**src/hw/rtl/tws_pkg.sv**
```systemverilog
// shared types and constants of the texture wrap sampler
package tws_pkg;

	localparam int COORD_W   = 16;
	localparam int TEXEL_W   = 8;
	localparam int CFG_W     = 9;
	localparam int MODE_W    = 2;
	localparam int REG_IDX_W = 2;
	localparam int DIV_W     = 10;
	localparam int DIV_STEPS = 8;
	localparam int DIV_CNT_W = 3;

	localparam logic [MODE_W-1:0] MODE_CLAMP  = 2'd0;
	localparam logic [MODE_W-1:0] MODE_REPEAT = 2'd1;
	localparam logic [MODE_W-1:0] MODE_MIRROR = 2'd2;

	localparam logic [REG_IDX_W-1:0] REG_ROWS = 2'd0;
	localparam logic [REG_IDX_W-1:0] REG_COLS = 2'd1;
	localparam logic [REG_IDX_W-1:0] REG_MODE = 2'd2;

	localparam logic ACT_WRITE  = 1'b0;
	localparam logic ACT_SAMPLE = 1'b1;

	typedef enum logic [2:0] {
		ST_IDLE,
		ST_START,
		ST_ROW,
		ST_COL,
		ST_READ,
		ST_LOAD
	} tws_state_t;

	typedef struct packed {
		logic accept_write;
		logic accept_sample;
		logic div_start;
		logic div_sel_col;
		logic cap_row;
		logic cap_col;
		logic rd_en;
		logic out_load;
	} tws_cmd_t;

	typedef struct packed {
		logic div_busy;
		logic div_done;
		logic out_free;
	} tws_status_t;

endpackage

```
**src/hw/rtl/tws_ctrl.sv**
```systemverilog
// controller state machine of the texture wrap sampler
module tws_ctrl (
	input  logic                    clk,
	input  logic                    arst_n,
	input  logic                    in_valid,
	output logic                    in_stall,
	input  logic                    action,
	input  tws_pkg::tws_status_t    status,
	output tws_pkg::tws_cmd_t       cmd
);

	tws_pkg::tws_state_t state_q;
	tws_pkg::tws_state_t state_nxt;

	always_ff @(posedge clk or negedge arst_n) begin
		if (!arst_n) begin
			state_q <= tws_pkg::ST_IDLE;
		end else begin
			state_q <= state_nxt;
		end
	end

	always_comb begin
		state_nxt = state_q;
		cmd       = '0;
		in_stall  = 1'b1;
		case (state_q)
			tws_pkg::ST_IDLE: begin
				in_stall = 1'b0;
				if (in_valid) begin
					if (action == tws_pkg::ACT_SAMPLE) begin
						cmd.accept_sample = 1'b1;
						state_nxt         = tws_pkg::ST_START;
					end else begin
						cmd.accept_write = 1'b1;
					end
				end
			end
			tws_pkg::ST_START: begin
				cmd.div_start = 1'b1;
				state_nxt     = tws_pkg::ST_ROW;
			end
			tws_pkg::ST_ROW: begin
				if (status.div_done) begin
					cmd.cap_row     = 1'b1;
					cmd.div_start   = 1'b1;
					cmd.div_sel_col = 1'b1;
					state_nxt       = tws_pkg::ST_COL;
				end
			end
			tws_pkg::ST_COL: begin
				cmd.div_sel_col = 1'b1;
				if (status.div_done) begin
					cmd.cap_col = 1'b1;
					state_nxt   = tws_pkg::ST_READ;
				end
			end
			tws_pkg::ST_READ: begin
				cmd.rd_en = 1'b1;
				state_nxt = tws_pkg::ST_LOAD;
			end
			tws_pkg::ST_LOAD: begin
				if (status.out_free) begin
					cmd.out_load = 1'b1;
					state_nxt    = tws_pkg::ST_IDLE;
				end
			end
			default: begin
				state_nxt = tws_pkg::ST_IDLE;
			end
		endcase
	end

	a_start_idle: assert property (@(posedge clk) disable iff (!arst_n)
		cmd.div_start && !status.div_done |-> !status.div_busy)
		else $error("divider started while busy");

	a_load_free: assert property (@(posedge clk) disable iff (!arst_n)
		cmd.out_load |-> status.out_free)
		else $error("output overwritten while held");

	a_sample_start: assert property (@(posedge clk) disable iff (!arst_n)
		cmd.accept_sample |=> cmd.div_start && !cmd.div_sel_col)
		else $error("sample word not followed by row division");

	a_read_load: assert property (@(posedge clk) disable iff (!arst_n)
		cmd.rd_en |=> state_q == tws_pkg::ST_LOAD)
		else $error("store read not followed by load");

endmodule

```
**config.mk**
```make
export PLATFORM = sky130hd
export DESIGN_NAME = tws_ctrl
export DESIGN_NICKNAME = d
export VERILOG_FILES = /design/src/hw/rtl/tws_pkg.sv /design/src/hw/rtl/tws_ctrl.sv
export SDC_FILE = /design/constraint.sdc
export NUM_CORES = 1
export LEC_CHECK = 0
export BUFFER_PORTS_ARGS = -buffer_cell sky130_fd_sc_hd__clkbuf_2
export CORE_AREA = 2 2 39 41
export DETAILED_ROUTE_END_ITERATION = 6
export DIE_AREA = 0 0 41 43
export PLACE_DENSITY_LB_ADDON = 0.08
export SLEW_MARGIN = 0
export SYNTH_ARGS = -nofsm -noshare
export SYNTH_HDL_FRONTEND = slang
export SYNTH_SLANG_ARGS = --single-unit
```
**constraint.sdc**
```tcl
create_clock -name clk -period 1.3 [get_ports clk]
set_input_delay 0.26 -clock clk [delete_from_list [all_inputs] [get_ports clk]]
set_output_delay 0.26 -clock clk [all_outputs]
set_load 0.01 [all_outputs]
```
Word-level counts from Yosys, hierarchy flattened. Index checks and enable logic that the tools add are counted.

Flip-flop bits (word level): 3. Output and inout bits: 9.

Equal/unequal tests: 10. Multiplexer cells: 20. Reduce and logical (&&, ||, !) cells: 2.

Operators by type and width (count): 2-to-1 mux 3 bit (6); case mux 3 bit (6 select lines) (1); != test 2 bit (second input constant) (5); 2-to-1 mux 1 bit (9); equality test 3 x 2 -> 1 bit (second input constant) (2); equality test 3 bit (second input constant) (2); AND reduction 5 bit (1); 2-to-1 mux 2 bit (2); case mux 1 bit (2 select lines) (2); equality test 3 x 1 -> 1 bit (second input constant) (1); zero test 3 bit (1).

Longest topological paths before layout.
Depth in word-level cells: 3. Gate-level depth with buffers: 4. Depth with buffers taken out: 3.

Worst setup path after synthesis. No wires, ideal clock.

Kind: register to output. Start: register state_q[0]. End: output port cmd[7] in the netlist's numbering. Arrival time: 943 ps. Required time: 1040 ps. Slack: 97 ps. Stages on the path, launching flop included: 5. Buffers on the path: 1. Cell sequence: dfrtp_1 > buf_4 > nor3_2 > nand2_1 > nor2_1.

RTL lines: start, declared (line tws_ctrl.sv:12) `tws_pkg::tws_state_t state_q;`; start signal, assigned (line tws_ctrl.sv:17) `state_q <= tws_pkg::ST_IDLE;`; start signal, assigned (line tws_ctrl.sv:19) `state_q <= state_nxt;`; end, declared (line tws_ctrl.sv:9) `output tws_pkg::tws_cmd_t cmd`.

==> results.ini <==
[detailed_routing]
routed_wl_um = 723
drt_iter0_markers = 1
postRouteAntennaNets = 0
dr.pass1.iters = 4
wl_per_cell_um = 10.0
dr_total_vias = 309
avgViaCountPerCell = 4.29
drc_errors = 0

[yosys]
netlist_top_cells_area = dfrtp_1 29%, buf_4 8.7%, nor3_1 7.8%
synth_cell_type_count = 20
synth_top_cell_by_area = dfrtp_1
yosysSeqAreaShare_pct = 29.1
synth_warnings = 0
synth_cells = 31
synth_seq_cells = 3
mappedNetlistArea_um2 = 258
yosys.area.top_type_share_pct = 29.1
avgSynthCellArea_um2 = 8.31
syn-num-nets = 38

[final_layout]
largest_reg_flops = 3
antenna_cells = 0
reg_top3 = state_q (3)
final_cells = 72
nets = 64
top_register = state_q
fin_util_pct = 34.8
layout_commonest_cell = buf_2
mostFrequentLayoutCells = 8 x buf_2, 7 x buf_4, 6 x clkbuf_2
area_delta_synth_final_pct = 86.9
drive_gt1_share_pct = 75.0

[timing]
skew_ps = 0.688
timing.final.crit_share_pct = 113
slew_headroom_pct = 89.4
worst_slew_pin_slew_ps = 157
setup_tns_ps = -1090
worst_slack_ps = -173
rsz0062_at_grt = true
slew_violations = 0
hold_violations = 0
setup-violations-final = 9
fmax_mhz = 679
min_period_ps = 1470

[clock_network]
numCtsBuffers = 3
cts_root_buffer = clkbuf_4
cts_tree = built
htree_levels = 1
clk_path_buf_depth = 2
path_clk_slew_ps = 40
cts.sinks = 3
clk_latency_ps = 230

[pwr]
seq_power_share_pct = 19.4
clkPwrFrac_pct = 12.9
powerDensity_nw_per_um2 = 2610
power.switching_uw = 522
p_comb_share_pct = 67.6
p_int_uw = 737
p_total_uw = 1260
vdd_drop_max_mv = 0.872
power_leakage_uw = 0.000233
switching_share_pct = 41.5

[global_route]
grt_use_total_pct = 11.3
grt.overflow.total = 0
grt_pass1_wl_um = 1300
grt_max_degree = 9
antenna_found_initial = 0
grt_pass1_vias = 317

[hold_path]
hp-class = in2reg

[flow_run]
drv.max_cap_violation_count = 0

[run_status]
run_status = complete, but fails checks
violations = negative setup slack

[placed_design]
gp_congestion = 0.751
place_inst = 63
dp_hpwl_um = 535
io_buffers = 14

[floorplan]
num_rows = 14
pin_count = 16
floorplan.initialDensity_pct = 18.6
fp.dieW_um = 41
die_area_um2 = 1760
coreArea_um2 = 1380
die_h_um = 43

[worst_setup_path]
critPathMaxFanout = 5
worstSetupPathType = reg2out
critical_path_arrival_ps = 1210
crit_path_end_kind = output port
cp_data_required_time_ps = 1040
crit_path_start_kind = flop

final timing paths:
path / startpoint / end / slack [ps] / depth (start not counted)
min in group asynchronous: arst_n / state_q[2] / 360 / 2
hold reg to reg: state_q[1] / state_q[2] / 740 / 2
setup reg to reg: state_q[2] / state_q[0] / 120 / 5
max in group asynchronous: arst_n / state_q[0] / 830 / 2
setup / recovery: state_q[1] / cmd[5] / -170 / 4
hold / removal: status[1] / state_q[1] / 340 / 2
critical path, cell delays in order (launching register included):
cell	delay, ps
dfrtp_2	430
nand2_4	80
mux2_2	270
nor2_2	70
buf_2	120
power by group through the flow:
stage	Sequential (uW)	Clock (uW)	Combinational [uW]
6_report	245	163	852
3_3_place_gp	237	0	626
3_5_place_dp	237	0	626
5_1_grt	254	181	939
2_1_floorplan	155	0	488
4_1_cts	239	170	810
metrics by stage:
stage | worst slack [ps] | hold WS (ps) | area [um2]
after floorplan | 97.0 | -35.6 | 258
after global placement | 34.4 | 54.3 | 363
after detailed placement | 21.4 | 57.9 | 363
after CTS | -188 | 333 | 454
after global routing | -252 | 348 | 482
final | -173 | 343 | 482
repair_timing:
action	in CTS	in global routing
setup endpoints to repair	9	9
hold buffers	1	0
pin swaps	3	6
endpoints found under the hold margin	3	0
buffers inserted	3	1
gates resized for setup	6	14
cells in the mapped netlist (all sizes together):
cell type / count
a21oi: 1
a31o: 1
a31oi: 1
and3: 1
buf: 3
dfrtp: 3
inv: 3
mux2: 1
nand2: 3
nor2: 3
nor3: 5
nor3b: 1
o21a: 1
o21ai: 2
o22ai: 1
xnor2: 1
logic make-up after synthesis:
kind of cell           Yosys count  synth area share [%]
AO/OA/AOI/OAI                    7                  18.4
multiplexers                     1                  4.37
AND/OR/NAND/NOR                 13                  31.6
XOR/XNOR                         1                  3.40
buffers and inverters            6                  13.1
flip-flops                       3                  29.1
metal layers:
| metal | wire length, um | GRT usage (%) |
|---|---|---|
| met1 | 302 | 12.6 |
| met2 | 372 | 17.2 |
| met3 | 48 | 3.14 |
| met4 | 0 | 8.00 |
| met5 | 0 | 0 |
cell type report:
| type | instances | area (um2) |
|---|---|---|
| fill | 166 | 902 |
| multi-input combinational | 22 | 181 |
| timing repair buffer | 24 | 164 |
| sequential | 3 | 78.8 |
| clock buffer | 4 | 26.3 |
| tap | 16 | 20.0 |
| inverter | 3 | 11.3 |
Power figures use the tool's default switching activity.
